## src/rtl/core/x86_64_instruction_length_decoder_assert.svh

```systemverilog
// ----------------------------------------------------------------------------
// Assertion macros for the instruction length decoder
// Clocked on clk_i, disabled while rst_ni is low.
// ----------------------------------------------------------------------------
`ifndef X86_64_INSTRUCTION_LENGTH_DECODER_ASSERT_SVH
`define X86_64_INSTRUCTION_LENGTH_DECODER_ASSERT_SVH

// Check a property at every rising edge outside reset
`define X64ILD_ASSERT_CLK(name, prop, msg) \
  name: assert property (@(posedge clk_i) disable iff (!rst_ni) prop) else $error(msg);

// Check that a condition never holds outside reset
`define X64ILD_ASSERT_NEVER(name, cond, msg) \
  `X64ILD_ASSERT_CLK(name, !(cond), msg)

`endif

```

## src/rtl/core/x64ild_pkg.sv

```systemverilog
// ----------------------------------------------------------------------------
// x64ild_pkg
// Shared types and constants of the x86-64 instruction length decoder.
// ----------------------------------------------------------------------------
`default_nettype none

package x64ild_pkg;

  // Opcode form flags
  typedef logic [8:0] form_t;

  localparam form_t FormNone  = 9'h001;
  localparam form_t FormModrm = 9'h002;
  localparam form_t FormImm8  = 9'h004;
  localparam form_t FormImm16 = 9'h008;
  localparam form_t FormImmz  = 9'h010;
  localparam form_t FormImm64 = 9'h020;
  localparam form_t FormRel8  = 9'h040;
  localparam form_t FormRel32 = 9'h080;
  localparam form_t FormMoffs = 9'h100;

  // Bytes with a fixed meaning
  localparam logic [7:0] ByteEscape = 8'h0F;
  localparam logic [7:0] ByteOpsize = 8'h66;
  localparam logic [7:0] ByteGrp3B  = 8'hF6;
  localparam logic [7:0] ByteGrp3V  = 8'hF7;
  localparam logic [3:0] RexHigh    = 4'h4;
  localparam logic [4:0] MaxLength  = 5'd15;

  // Result status codes
  typedef enum logic [1:0] {
    StOk        = 2'd0,
    StUnknown   = 2'd1,
    StTruncated = 2'd2,
    StTooLong   = 2'd3
  } status_e;

  // Forms of one byte in both opcode maps
  typedef struct packed {
    form_t one_byte;
    form_t two_byte;
  } form_lookup_t;

  // One decoded result from the step logic
  typedef struct packed {
    logic       emit;
    logic [3:0] length;
    status_e    status;
    logic [7:0] opcode;
    logic       escape;
    logic [2:0] reg_field;
    logic       wide;
  } step_result_t;

endpackage

`default_nettype wire

```

## src/rtl/core/x64ild_in_if.sv

```systemverilog
// ----------------------------------------------------------------------------
// x64ild_in_if
// Code byte channel: one stream byte per beat with an end-of-stream mark.
// ----------------------------------------------------------------------------
`default_nettype none

interface x64ild_in_if;
  logic       valid;
  logic       ready;
  logic [7:0] code_byte;
  logic       last_byte;

  modport source (output valid, output code_byte, output last_byte, input ready);
  modport sink (input valid, input code_byte, input last_byte, output ready);
endinterface

`default_nettype wire

```

## src/rtl/core/x64ild_out_if.sv

```systemverilog
// ----------------------------------------------------------------------------
// x64ild_out_if
// Result channel: one decoded instruction or error status per beat.
// ----------------------------------------------------------------------------
`default_nettype none

interface x64ild_out_if;
  logic       valid;
  logic       ready;
  logic [3:0] instr_length;
  logic [1:0] status;
  logic [7:0] opcode_value;
  logic       escape_0f;
  logic [2:0] modrm_reg_field;
  logic       wide_operand;

  modport source (
    output valid, output instr_length, output status, output opcode_value,
    output escape_0f, output modrm_reg_field, output wide_operand, input ready
  );
  modport sink (
    input valid, input instr_length, input status, input opcode_value,
    input escape_0f, input modrm_reg_field, input wide_operand, output ready
  );
endinterface

`default_nettype wire

```

## src/rtl/core/x64ild_form.sv

```systemverilog
// ----------------------------------------------------------------------------
// x64ild_form
// Opcode form tables for the one-byte and the 0F two-byte map.
// ----------------------------------------------------------------------------
`default_nettype none

module x64ild_form
  import x64ild_pkg::*;
(
  input  logic [7:0]   code_byte_i,
  output form_lookup_t form_o
);

  form_t one_form;
  form_t two_form;

  // One-byte map
  always_comb begin
    case (code_byte_i) inside
      [8'h00:8'h3F]: begin
        case (code_byte_i[2:0]) inside
          [3'd0:3'd3]: one_form = FormModrm;
          3'd4:        one_form = FormImm8;
          3'd5:        one_form = FormImmz;
          default:     one_form = '0;
        endcase
      end
      [8'h50:8'h5F]: one_form = FormNone;
      [8'h70:8'h7F]: one_form = FormRel8;
      [8'h84:8'h8B]: one_form = FormModrm;
      [8'hB0:8'hB7]: one_form = FormImm8;
      [8'hB8:8'hBF]: one_form = FormImm64;
      [8'hD0:8'hD3]: one_form = FormModrm;
      8'h63, 8'h8D, 8'h8F, 8'hF6, 8'hF7, 8'hFE, 8'hFF:
        one_form = FormModrm;
      8'h68, 8'hA9: one_form = FormImmz;
      8'h6A, 8'hA8: one_form = FormImm8;
      8'h69, 8'h81, 8'hC7: one_form = FormModrm | FormImmz;
      8'h6B, 8'h80, 8'h83, 8'hC0, 8'hC1, 8'hC6:
        one_form = FormModrm | FormImm8;
      8'h90, 8'h98, 8'h99, 8'h9C, 8'h9D, 8'hC3,
      8'hC9, 8'hCC, 8'hCF, 8'hF4, 8'hFA, 8'hFB:
        one_form = FormNone;
      8'hC2:        one_form = FormImm16;
      8'hE8, 8'hE9: one_form = FormRel32;
      8'hEB:        one_form = FormRel8;
      default:      one_form = '0;
    endcase
  end

  // Two-byte map, after the escape
  always_comb begin
    case (code_byte_i) inside
      [8'h40:8'h49], [8'h4C:8'h4F]: two_form = FormModrm;
      [8'h80:8'h8F]:                two_form = FormRel32;
      [8'h90:8'h99], [8'h9C:8'h9F]: two_form = FormModrm;
      8'h05, 8'h07, 8'h0B, 8'h30, 8'h31, 8'h32, 8'hA2:
        two_form = FormNone;
      8'h1E, 8'h1F, 8'h20, 8'h22, 8'h23,
      8'hA3, 8'hAB, 8'hAF, 8'hB0, 8'hB1, 8'hB3,
      8'hB6, 8'hB7, 8'hBB, 8'hBC, 8'hBD, 8'hBE,
      8'hBF, 8'hC0, 8'hC1, 8'hC7:
        two_form = FormModrm;
      8'hBA:   two_form = FormModrm | FormImm8;
      default: two_form = '0;
    endcase
  end

  // Pack both lookups, one-byte map in the upper half
  assign form_o = {one_form, two_form};

endmodule

`default_nettype wire

```

## src/rtl/core/x64ild_core.sv

```systemverilog
// ----------------------------------------------------------------------------
// x64ild_core
// Per-byte decode step: prefix scan, opcode, ModRM, SIB and byte skipping.
// ----------------------------------------------------------------------------
`default_nettype none

`include "x86_64_instruction_length_decoder_assert.svh"

module x64ild_core
  import x64ild_pkg::*;
(
  input  logic         clk_i,
  input  logic         rst_ni,
  input  logic         step_i,
  input  logic [7:0]   code_byte_i,
  input  logic         last_byte_i,
  output step_result_t result_o
);

  typedef enum logic [2:0] {
    PhPrefix = 3'd0,
    PhOpcode = 3'd1,
    PhEsc    = 3'd2,
    PhModrm  = 3'd3,
    PhSib    = 3'd4,
    PhSkip   = 3'd5
  } phase_e;

  // Immediate and relative byte count of a form
  function automatic logic [3:0] imm_len(form_t f, logic wide, logic op16);
    logic [3:0] zsz;
    logic [3:0] n;
    zsz = (!wide && op16) ? 4'd2 : 4'd4;
    n   = 4'd0;
    if ((f & FormImm8)  != '0) n = n + 4'd1;
    if ((f & FormImm16) != '0) n = n + 4'd2;
    if ((f & FormImmz)  != '0) n = n + zsz;
    if ((f & FormImm64) != '0) n = n + (wide ? 4'd8 : (op16 ? 4'd2 : 4'd4));
    if ((f & FormRel8)  != '0) n = n + 4'd1;
    if ((f & FormRel32) != '0) n = n + zsz;
    if ((f & FormMoffs) != '0) n = n + 4'd8;
    return n;
  endfunction

  phase_e       phase_q, phase_d;
  logic [3:0]   seen_q, seen_d;
  logic [3:0]   skip_q, skip_d;
  logic         op16_q, op16_d;
  logic         wide_q, wide_d;
  form_t        form_q, form_d;
  logic [7:0]   opcode_q, opcode_d;
  logic         escape_q, escape_d;
  logic [2:0]   reg_q, reg_d;

  form_lookup_t lookup;
  logic [3:0]   seen_inc;
  logic         take_op;
  form_t        op_form;
  logic [3:0]   op_imm;
  form_t        modrm_form;
  logic [3:0]   modrm_imm;
  logic [3:0]   modrm_disp;
  logic [3:0]   sib_imm;
  logic [3:0]   sib_disp;
  logic         grp3_imm;
  logic         advance;
  logic         unknown;
  logic [3:0]   need;
  phase_e       adv_phase;
  logic         emit;
  status_e      status;

  x64ild_form u_form (
    .code_byte_i (code_byte_i),
    .form_o      (lookup)
  );

  assign seen_inc = seen_q + 4'd1;

  // Opcode path, shared by both maps
  assign op_form = (phase_q == PhEsc) ? lookup.two_byte : lookup.one_byte;
  assign op_imm  = imm_len(op_form, wide_q, op16_q);

  // ModRM path, with the group 3 test immediate folded in
  assign grp3_imm = !escape_q && ((opcode_q == ByteGrp3B) || (opcode_q == ByteGrp3V))
                    && (code_byte_i[5:3] <= 3'd1);
  assign modrm_form = grp3_imm ? (form_q | ((opcode_q == ByteGrp3B) ? FormImm8 : FormImmz))
                               : form_q;
  assign modrm_imm  = imm_len(modrm_form, wide_q, op16_q);
  assign modrm_disp = (code_byte_i[7:6] == 2'd1) ? 4'd1 :
                      (code_byte_i[7:6] == 2'd2) ? 4'd4 : 4'd0;

  // SIB path: a base of 5 under mod 0 brings a 32-bit displacement
  assign sib_imm  = imm_len(form_q, wide_q, op16_q);
  assign sib_disp = ((skip_q == 4'd0) && (code_byte_i[2:0] == 3'd5)) ? 4'd4 : skip_q;

  // Next state and result for the byte in hand
  always_comb begin
    phase_d   = phase_q;
    seen_d    = seen_inc;
    skip_d    = skip_q;
    op16_d    = op16_q;
    wide_d    = wide_q;
    form_d    = form_q;
    opcode_d  = opcode_q;
    escape_d  = escape_q;
    reg_d     = reg_q;
    take_op   = 1'b0;
    advance   = 1'b0;
    unknown   = 1'b0;
    need      = 4'd0;
    adv_phase = PhPrefix;
    emit      = 1'b0;
    status    = StOk;

    case (phase_q)
      PhEsc: begin
        take_op = 1'b1;
      end
      PhModrm: begin
        reg_d   = code_byte_i[5:3];
        form_d  = modrm_form;
        advance = 1'b1;
        if ((code_byte_i[7:6] != 2'd3) && (code_byte_i[2:0] == 3'd4)) begin
          skip_d    = modrm_disp;
          need      = 4'd1 + modrm_disp + modrm_imm;
          adv_phase = PhSib;
        end else if ((code_byte_i[7:6] == 2'd0) && (code_byte_i[2:0] == 3'd5)) begin
          skip_d    = 4'd4 + modrm_imm;
          need      = 4'd4 + modrm_imm;
          adv_phase = PhSkip;
        end else begin
          skip_d    = modrm_disp + modrm_imm;
          need      = modrm_disp + modrm_imm;
          adv_phase = PhSkip;
        end
      end
      PhSib: begin
        skip_d    = sib_disp + sib_imm;
        need      = sib_disp + sib_imm;
        advance   = 1'b1;
        adv_phase = PhSkip;
      end
      PhSkip: begin
        skip_d    = (skip_q != 4'd0) ? skip_q - 4'd1 : 4'd0;
        need      = skip_d;
        advance   = 1'b1;
        adv_phase = PhSkip;
      end
      PhOpcode: begin
        if (code_byte_i == ByteEscape) begin
          escape_d  = 1'b1;
          opcode_d  = ByteEscape;
          need      = 4'd1;
          advance   = 1'b1;
          adv_phase = PhEsc;
        end else begin
          take_op = 1'b1;
        end
      end
      default: begin
        case (code_byte_i) inside
          8'h66, 8'hF3, 8'h67, 8'hF0, 8'hF2, 8'h2E, 8'h36, 8'h3E, 8'h26, 8'h64, 8'h65:
          begin
            if (code_byte_i == ByteOpsize) op16_d = 1'b1;
            need      = 4'd1;
            advance   = 1'b1;
            adv_phase = PhPrefix;
          end
          default: begin
            if (code_byte_i[7:4] == RexHigh) begin
              wide_d    = code_byte_i[3];
              need      = 4'd1;
              advance   = 1'b1;
              adv_phase = PhOpcode;
            end else if (code_byte_i == ByteEscape) begin
              escape_d  = 1'b1;
              opcode_d  = ByteEscape;
              need      = 4'd1;
              advance   = 1'b1;
              adv_phase = PhEsc;
            end else begin
              take_op = 1'b1;
            end
          end
        endcase
      end
    endcase

    // Classify the opcode byte
    if (take_op) begin
      opcode_d = code_byte_i;
      if (op_form == '0) begin
        unknown = 1'b1;
      end else begin
        form_d  = op_form;
        advance = 1'b1;
        if ((op_form & FormModrm) != '0) begin
          need      = 4'd1 + op_imm;
          adv_phase = PhModrm;
        end else begin
          skip_d    = op_imm;
          need      = op_imm;
          adv_phase = PhSkip;
        end
      end
    end

    // Finish the instruction or move on; overflow wins over truncation
    if (unknown) begin
      emit   = 1'b1;
      status = StUnknown;
    end else if (advance) begin
      if (({1'b0, seen_inc} + {1'b0, need}) > MaxLength) begin
        emit   = 1'b1;
        status = StTooLong;
      end else if (need == 4'd0) begin
        emit   = 1'b1;
        status = StOk;
      end else if (last_byte_i) begin
        emit   = 1'b1;
        status = StTruncated;
      end else begin
        phase_d = adv_phase;
      end
    end

    result_o.emit      = emit;
    result_o.length    = (status == StOk) ? seen_inc : 4'd0;
    result_o.status    = status;
    result_o.opcode    = opcode_d;
    result_o.escape    = escape_d;
    result_o.reg_field = reg_d;
    result_o.wide      = wide_d;

    // Restart at a new instruction after any result
    if (emit) begin
      phase_d  = PhPrefix;
      seen_d   = 4'd0;
      skip_d   = 4'd0;
      op16_d   = 1'b0;
      wide_d   = 1'b0;
      form_d   = '0;
      opcode_d = 8'h00;
      escape_d = 1'b0;
      reg_d    = 3'd0;
    end
  end

  // Hold decode state; advance one byte per step
  always_ff @(posedge clk_i or negedge rst_ni) begin
    if (!rst_ni) begin
      phase_q  <= PhPrefix;
      seen_q   <= 4'd0;
      skip_q   <= 4'd0;
      op16_q   <= 1'b0;
      wide_q   <= 1'b0;
      form_q   <= '0;
      opcode_q <= 8'h00;
      escape_q <= 1'b0;
      reg_q    <= 3'd0;
    end else if (step_i) begin
      phase_q  <= phase_d;
      seen_q   <= seen_d;
      skip_q   <= skip_d;
      op16_q   <= op16_d;
      wide_q   <= wide_d;
      form_q   <= form_d;
      opcode_q <= opcode_d;
      escape_q <= escape_d;
      reg_q    <= reg_d;
    end
  end

  `X64ILD_ASSERT_CLK(a_skip_pending, (phase_q == PhSkip) |-> (skip_q != 4'd0), "skip phase with nothing left to skip")
  `X64ILD_ASSERT_CLK(a_sib_disp, (phase_q == PhSib) |-> ((skip_q == 4'd0) || (skip_q == 4'd1) || (skip_q == 4'd4)), "SIB phase with a bad displacement size")
  `X64ILD_ASSERT_NEVER(a_seen_bound, seen_q == 4'd15, "open instruction already at fifteen bytes")

endmodule

`default_nettype wire

```

## src/rtl/core/x86_64_instruction_length_decoder.sv

```systemverilog
// Bytes pass the input register and the decode step; any result waits in the result register.
// One byte per cycle unless a result stalls; the input register refills while it waits.
// A stalled result register holds the decode step and, once the input register is full, the input.
// Reset (rst_ni low, asynchronous) empties both registers and restarts at a prefix scan.
// ----------------------------------------------------------------------------
// x86_64_instruction_length_decoder
// Finds instruction boundaries in a byte stream and reports length or error.
// ----------------------------------------------------------------------------
`default_nettype none

`include "x86_64_instruction_length_decoder_assert.svh"

module x86_64_instruction_length_decoder
  import x64ild_pkg::*;
(
  input  logic          clk_i,
  input  logic          rst_ni,
  x64ild_in_if.sink     in_i,
  x64ild_out_if.source  out_o
);

  logic         in_valid_q;
  logic [7:0]   in_byte_q;
  logic         in_last_q;
  logic         out_valid_q;
  step_result_t out_res_q;
  step_result_t step_res;
  logic         step_en;
  logic         in_fire;

  // Step when a byte waits and the result slot is free or draining
  assign step_en    = in_valid_q && (!out_valid_q || out_o.ready);
  assign in_i.ready = !in_valid_q || step_en;
  assign in_fire    = in_i.valid && in_i.ready;

  x64ild_core u_core (
    .clk_i       (clk_i),
    .rst_ni      (rst_ni),
    .step_i      (step_en),
    .code_byte_i (in_byte_q),
    .last_byte_i (in_last_q),
    .result_o    (step_res)
  );

  // Track input and result register occupancy
  always_ff @(posedge clk_i or negedge rst_ni) begin
    if (!rst_ni) begin
      in_valid_q  <= 1'b0;
      out_valid_q <= 1'b0;
    end else begin
      if (in_fire) begin
        in_valid_q <= 1'b1;
      end else if (step_en) begin
        in_valid_q <= 1'b0;
      end
      if (step_en && step_res.emit) begin
        out_valid_q <= 1'b1;
      end else if (out_o.ready) begin
        out_valid_q <= 1'b0;
      end
    end
  end

  // Capture the input beat and the finished result
  always_ff @(posedge clk_i) begin
    if (in_fire) begin
      in_byte_q <= in_i.code_byte;
      in_last_q <= in_i.last_byte;
    end
    if (step_en && step_res.emit) begin
      out_res_q <= step_res;
    end
  end

  assign out_o.valid           = out_valid_q;
  assign out_o.instr_length    = out_res_q.length;
  assign out_o.status          = out_res_q.status;
  assign out_o.opcode_value    = out_res_q.opcode;
  assign out_o.escape_0f       = out_res_q.escape;
  assign out_o.modrm_reg_field = out_res_q.reg_field;
  assign out_o.wide_operand    = out_res_q.wide;

  `X64ILD_ASSERT_CLK(a_err_len_zero, (out_o.valid && (out_o.status != StOk)) |-> (out_o.instr_length == 4'd0), "error result with a length")
  `X64ILD_ASSERT_CLK(a_ok_len_set, (out_o.valid && (out_o.status == StOk)) |-> (out_o.instr_length != 4'd0), "good result with zero length")
  `X64ILD_ASSERT_CLK(a_ready_blocked, !in_i.ready |-> (in_valid_q && out_valid_q && !out_o.ready), "input stalled without a full result stall")

endmodule

`default_nettype wire

```

## src/flat_wrapper.sv

```systemverilog
// flat-port wrapper written by rule: the top's interface ports become plain ports
module x86_64_instruction_length_decoder_flat import x64ild_pkg::*;
  (clk_i, rst_ni, in_i_valid, in_i_code_byte, in_i_last_byte, in_i_ready, out_o_valid, out_o_instr_length, out_o_status, out_o_opcode_value, out_o_escape_0f, out_o_modrm_reg_field, out_o_wide_operand, out_o_ready);
  x64ild_in_if in_i_i ();
  x64ild_out_if out_o_i ();
  input  logic clk_i;
  input  logic rst_ni;
  input wire logic [$bits(in_i_i.valid)-1:0] in_i_valid;
  input wire logic [$bits(in_i_i.code_byte)-1:0] in_i_code_byte;
  input wire logic [$bits(in_i_i.last_byte)-1:0] in_i_last_byte;
  output wire logic [$bits(in_i_i.ready)-1:0] in_i_ready;
  output wire logic [$bits(out_o_i.valid)-1:0] out_o_valid;
  output wire logic [$bits(out_o_i.instr_length)-1:0] out_o_instr_length;
  output wire logic [$bits(out_o_i.status)-1:0] out_o_status;
  output wire logic [$bits(out_o_i.opcode_value)-1:0] out_o_opcode_value;
  output wire logic [$bits(out_o_i.escape_0f)-1:0] out_o_escape_0f;
  output wire logic [$bits(out_o_i.modrm_reg_field)-1:0] out_o_modrm_reg_field;
  output wire logic [$bits(out_o_i.wide_operand)-1:0] out_o_wide_operand;
  input wire logic [$bits(out_o_i.ready)-1:0] out_o_ready;
  assign in_i_i.valid = in_i_valid;
  assign in_i_i.code_byte = in_i_code_byte;
  assign in_i_i.last_byte = in_i_last_byte;
  assign in_i_ready = in_i_i.ready;
  assign out_o_valid = out_o_i.valid;
  assign out_o_instr_length = out_o_i.instr_length;
  assign out_o_status = out_o_i.status;
  assign out_o_opcode_value = out_o_i.opcode_value;
  assign out_o_escape_0f = out_o_i.escape_0f;
  assign out_o_modrm_reg_field = out_o_i.modrm_reg_field;
  assign out_o_wide_operand = out_o_i.wide_operand;
  assign out_o_i.ready = out_o_ready;
  x86_64_instruction_length_decoder u_core (.clk_i(clk_i), .rst_ni(rst_ni), .in_i(in_i_i), .out_o(out_o_i));
endmodule
```

## config.mk

```make
export PLATFORM = sky130hd
export DESIGN_NAME = x86_64_instruction_length_decoder_flat
export DESIGN_NICKNAME = d
export VERILOG_FILES = /design/src/rtl/core/x64ild_pkg.sv /design/src/rtl/core/x64ild_in_if.sv /design/src/rtl/core/x64ild_out_if.sv /design/src/rtl/core/x64ild_form.sv /design/src/rtl/core/x64ild_core.sv /design/src/rtl/core/x86_64_instruction_length_decoder.sv /design/src/flat_wrapper.sv
export VERILOG_INCLUDE_DIRS = /design/src /design/src/rtl/core
export SDC_FILE = /design/constraint.sdc
export NUM_CORES = 1
export LEC_CHECK = 0
export ABC_AREA = 1
export BUFFER_PORTS_ARGS = -buffer_cell sky130_fd_sc_hd__clkbuf_2
export CORE_MARGIN = 8
export CORE_UTILIZATION = 56
export CTS_CLUSTER_SIZE = 16
export DETAILED_ROUTE_END_ITERATION = 7
export PLACE_DENSITY_LB_ADDON = 0.3
export SYNTH_ARGS = -nofsm -noshare
export SYNTH_HDL_FRONTEND = slang
export SYNTH_SLANG_ARGS = --single-unit
```

## constraint.sdc

```tcl
create_clock -name clk_i -period 5.5 [get_ports clk_i]
set_clock_uncertainty 0.1 [all_clocks]
set_input_delay 0.55 -clock clk_i [delete_from_list [all_inputs] [get_ports clk_i]]
set_output_delay 0.55 -clock clk_i [all_outputs]
set_load 0.01 [all_outputs]
```

==> flow_metrics.env <==
export IMPL_max_freq_ghz=0.1881
export IMPL_gr_total_overflow=0
export IMPL_fp_dieH_um=112.2
export IMPL_hold_viol_final=0
export IMPL_io_buffers=33
export IMPL_first_pass_iters=5
export IMPL_die_area_um2=12600
export IMPL_fin_crit_sh_pct=96.66
export IMPL_grt_pass1_vias=5169
export IMPL_path_clk_slew_ps=90
export IMPL_routabilityCongestion=1.046
export IMPL_cts_sinks=61
export IMPL_rows=35
export IMPL_cts_tree="built"
export IMPL_ys_seq_area_share_pct=32.13
export IMPL_setup_viol=0
export IMPL_syn_inst=733
export IMPL_nFillCells=748
export IMPL_die_w_um=112.2
export IMPL_synth_async_sr_flop_share_pct=54.10
export IMPL_io_pins=34
export IMPL_seqCellArea_um2=1667
export IMPL_path_buf_inv=6
export IMPL_tightest_slew_ps=931.4
export IMPL_synth_seq_cells=61
export IMPL_antenna_found_initial=0
export IMPL_synth_flop_cell="dfrtp_1"
export IMPL_grt_max_degree=36
export IMPL_worstPathArrival_ps=5310
export IMPL_area_growth_pct=19.27
export IMPL_vias_per_cell=5.754
export IMPL_critPathKind="reg -> reg"
export IMPL_cp_top_family="simple AND/OR/NAND/NOR gates"
export IMPL_powerDensity_nw_per_um2=389.7
export IMPL_start_util_pct=56.95
export IMPL_wl_per_cell_um=16.91
export IMPL_groute_usage_overall_pct=24.65
export IMPL_yosysUniqueCellTypes=45
export IMPL_drc=0
export IMPL_numCtsBuffers=9
export IMPL_hp_class="in -> async"
export IMPL_drv_slew=0
export IMPL_drive_above_1_share_pct=23.90
export IMPL_hold_slack_ps=226.8
export IMPL_syn_nets=781
export IMPL_leakagePower_nw=3.039
export IMPL_ant_nets=0
export IMPL_worst_path_max_delay_cell="fa_1"
export IMPL_tns_ps=0
export IMPL_grt_pass1_wl_um=24980
export IMPL_peakVddDrop_uv=358.3
export IMPL_required_ps=5490
export IMPL_htreeDepth=3
export IMPL_hpwl_um=11780
export IMPL_cp_start_kind="flop"
export IMPL_layout_common_cells="nand2_1, nor2_1, inv_1"
export IMPL_antenna_cells=0
export IMPL_vias=5334
export IMPL_netlist_area_um2=5187
export IMPL_coreArea_um2=9109
export IMPL_layout_nets=859
export IMPL_holdBufCountCts=0
export IMPL_slew_headroom_pct=37.91
export IMPL_clk_latency_ps=350
export IMPL_drt_iter0_drc=413
export IMPL_final_core_util_pct=67.93
export IMPL_synth_edf_count=28
export IMPL_critPathMaxFanout=7
export IMPL_final_common_cell="nand2_1"
export IMPL_crit_top_cell="nand2_2"
export IMPL_cts_root_buffer_cell="clkbuf_8"
export IMPL_critPathMaxStageDelay_ps=410
export IMPL_synth_avg_cell_area_um2=7.077
export IMPL_yosys_warnings=0
export IMPL_clk_path_buf_depth=2
export IMPL_rsz0062_at_grt="yes"
export IMPL_multi_input_area_um2=3258
export IMPL_run_status="complete, no violations"
export IMPL_maxCapViolations=0
export IMPL_critPathCaptureType="flop"
export IMPL_fin_crit_ps=5316
export IMPL_drt_total_wl_um=15670
## path summary, 6_finish.rpt
check | to | start | cells after the start | slack, ps
min in group clk_i | u_core.in_last_q$_DFFE_PP_ | in_i_last_byte | 1 | 270
max reg2reg | u_core.out_o.opcode_value[0]$_DFFE_PP_ | u_core.u_core.escape_q$_DFFE_PN0P_ | 35 | 180
max in group asynchronous | u_core.u_core.opcode_q[3]$_DFFE_PN0P_ | rst_ni | 1 | 4480
min reg2reg | u_core.u_core.reg_q[1]$_DFFE_PN0P_ | u_core.u_core.reg_q[1]$_DFFE_PN0P_ | 2 | 390
max | u_core.out_o.opcode_value[0]$_DFFE_PP_ | u_core.u_core.escape_q$_DFFE_PN0P_ | 35 | 180
min | u_core.u_core.phase_q[0]$_DFFE_PN0P_ | rst_ni | 1 | 230
## synthesized netlist by cell type, types with 2 or more instances
master / n / area, um2
o22ai_1: 3 / 18.77
nor2_1: 93 / 349.1
a41oi_1: 2 / 17.52
and2_1: 2 / 12.51
clkinv_1: 3 / 11.26
clkbuf_1: 8 / 30.03
nor2_4: 2 / 22.52
dfrtp_1: 33 / 825.8
nor2_2: 9 / 56.30
o22ai_2: 6 / 75.07
nand3_1: 55 / 275.3
buf_2: 2 / 10.01
ha_1: 27 / 337.8
xnor2_1: 8 / 70.07
nand3_2: 4 / 40.04
nand2_2: 6 / 37.54
nand2_4: 2 / 22.52
o211ai_1: 3 / 22.52
or2_2: 3 / 18.77
inv_1: 85 / 319.1
a21o_1: 2 / 15.01
a31oi_1: 4 / 25.02
a21oi_1: 24 / 120.1
nand4_1: 10 / 62.56
xor2_1: 7 / 61.31
edfxtp_1: 28 / 840.8
fa_1: 8 / 160.2
a22oi_1: 2 / 15.01
o21ai_1: 4 / 20.02
o21ai_2: 14 / 122.6
o21ai_0: 40 / 200.2
nand2_1: 202 / 758.2
nand3b_1: 3 / 22.52
buf_8: 2 / 30.03
nor3_1: 6 / 30.03
inv_2: 12 / 45.04
## layout make-up
cell class                      count  area share (%)
Multi-Input combinational cell    558           52.66
Sequential cell                    61           26.94
Timing Repair Buffer               78           8.311
Inverter                          101           6.390
Tap cell                          111           2.245
Clock buffer                        9           2.002
Clock inverter                      7           1.173
Timing Repair inverter              2          0.2831
## report_power, final
part	internal (mW)	leakage (nW)	switching [mW]
Sequential	0.635	0.722	0.0810
Clock	0.211	0.0960	0.204
Combinational	0.423	2.22	0.857
Total	1.27	3.04	1.14
## stage by stage
stage               area (um2)  power (mW)  setup WS, ps  std cells
floorplan                 5263       1.541         2.764        733
global placement          5715       1.854         107.0        895
detailed placement        5715       1.879        -124.7        895
CTS                       5928       2.302         11.03        912
global route              6187       2.574        -97.88        927
finish                    6187       2.411         183.8        927
## state kept, by name, summed over array words and instances (netlist names), 2 cells and up
| signal | cells |
|---|---|
| u_core.in_byte_q | 8 |
| u_core.out_o.instr_length | 4 |
| u_core.out_o.modrm_reg_field | 3 |
| u_core.out_o.opcode_value | 8 |
| u_core.out_o.status | 2 |
| u_core.u_core.form_q | 6 |
| u_core.u_core.opcode_q | 8 |
| u_core.u_core.phase_q | 3 |
| u_core.u_core.reg_q | 3 |
| u_core.u_core.seen_q | 4 |
| u_core.u_core.skip_q | 4 |
## per-layer routing
layer,routed length [um],vias up,global-route usage [%]
met1,6398,2455,29.67
li1,-,2548,-
met3,1191,54,4.402
met2,7381,277,41.11
met4,699,0,13.31
met5,0,-,0
## kinds of logic (layout without fill, tap and decap cells)
group,Yosys count,after routing,synth area share (%)
simple gates,399,399,33.50
buf+inv,114,197,8.852
compound gates,109,109,13.39
flops,61,61,32.13
fa+ha+maj,35,35,9.599
xor+xnor,15,15,2.533
## what timing repair did
| action | CTS | global route |
|---|---|---|
| gates cloned | 0 | 2 |
| setup buffers | 1 | 13 |
| endpoints found under the setup margin | 46 | 55 |
| gates resized for setup | 2 | 39 |
| endpoints found under the hold margin | 0 | 0 |
| pin swaps | 1 | 28 |
## worst register-to-register path: cells and delay by family, from the launching register on
| family | cells | cell delay [ps] |
|---|---|---|
| adder cells (fa/ha/maj) | 6 | 1490 |
| AO/OA/AOI/OAI | 2 | 340 |
| buffers and inverters | 6 | 500 |
| flip-flops | 1 | 400 |
| AND/OR/NAND/NOR | 21 | 2260 |
(Power assumes the default switching activity.)
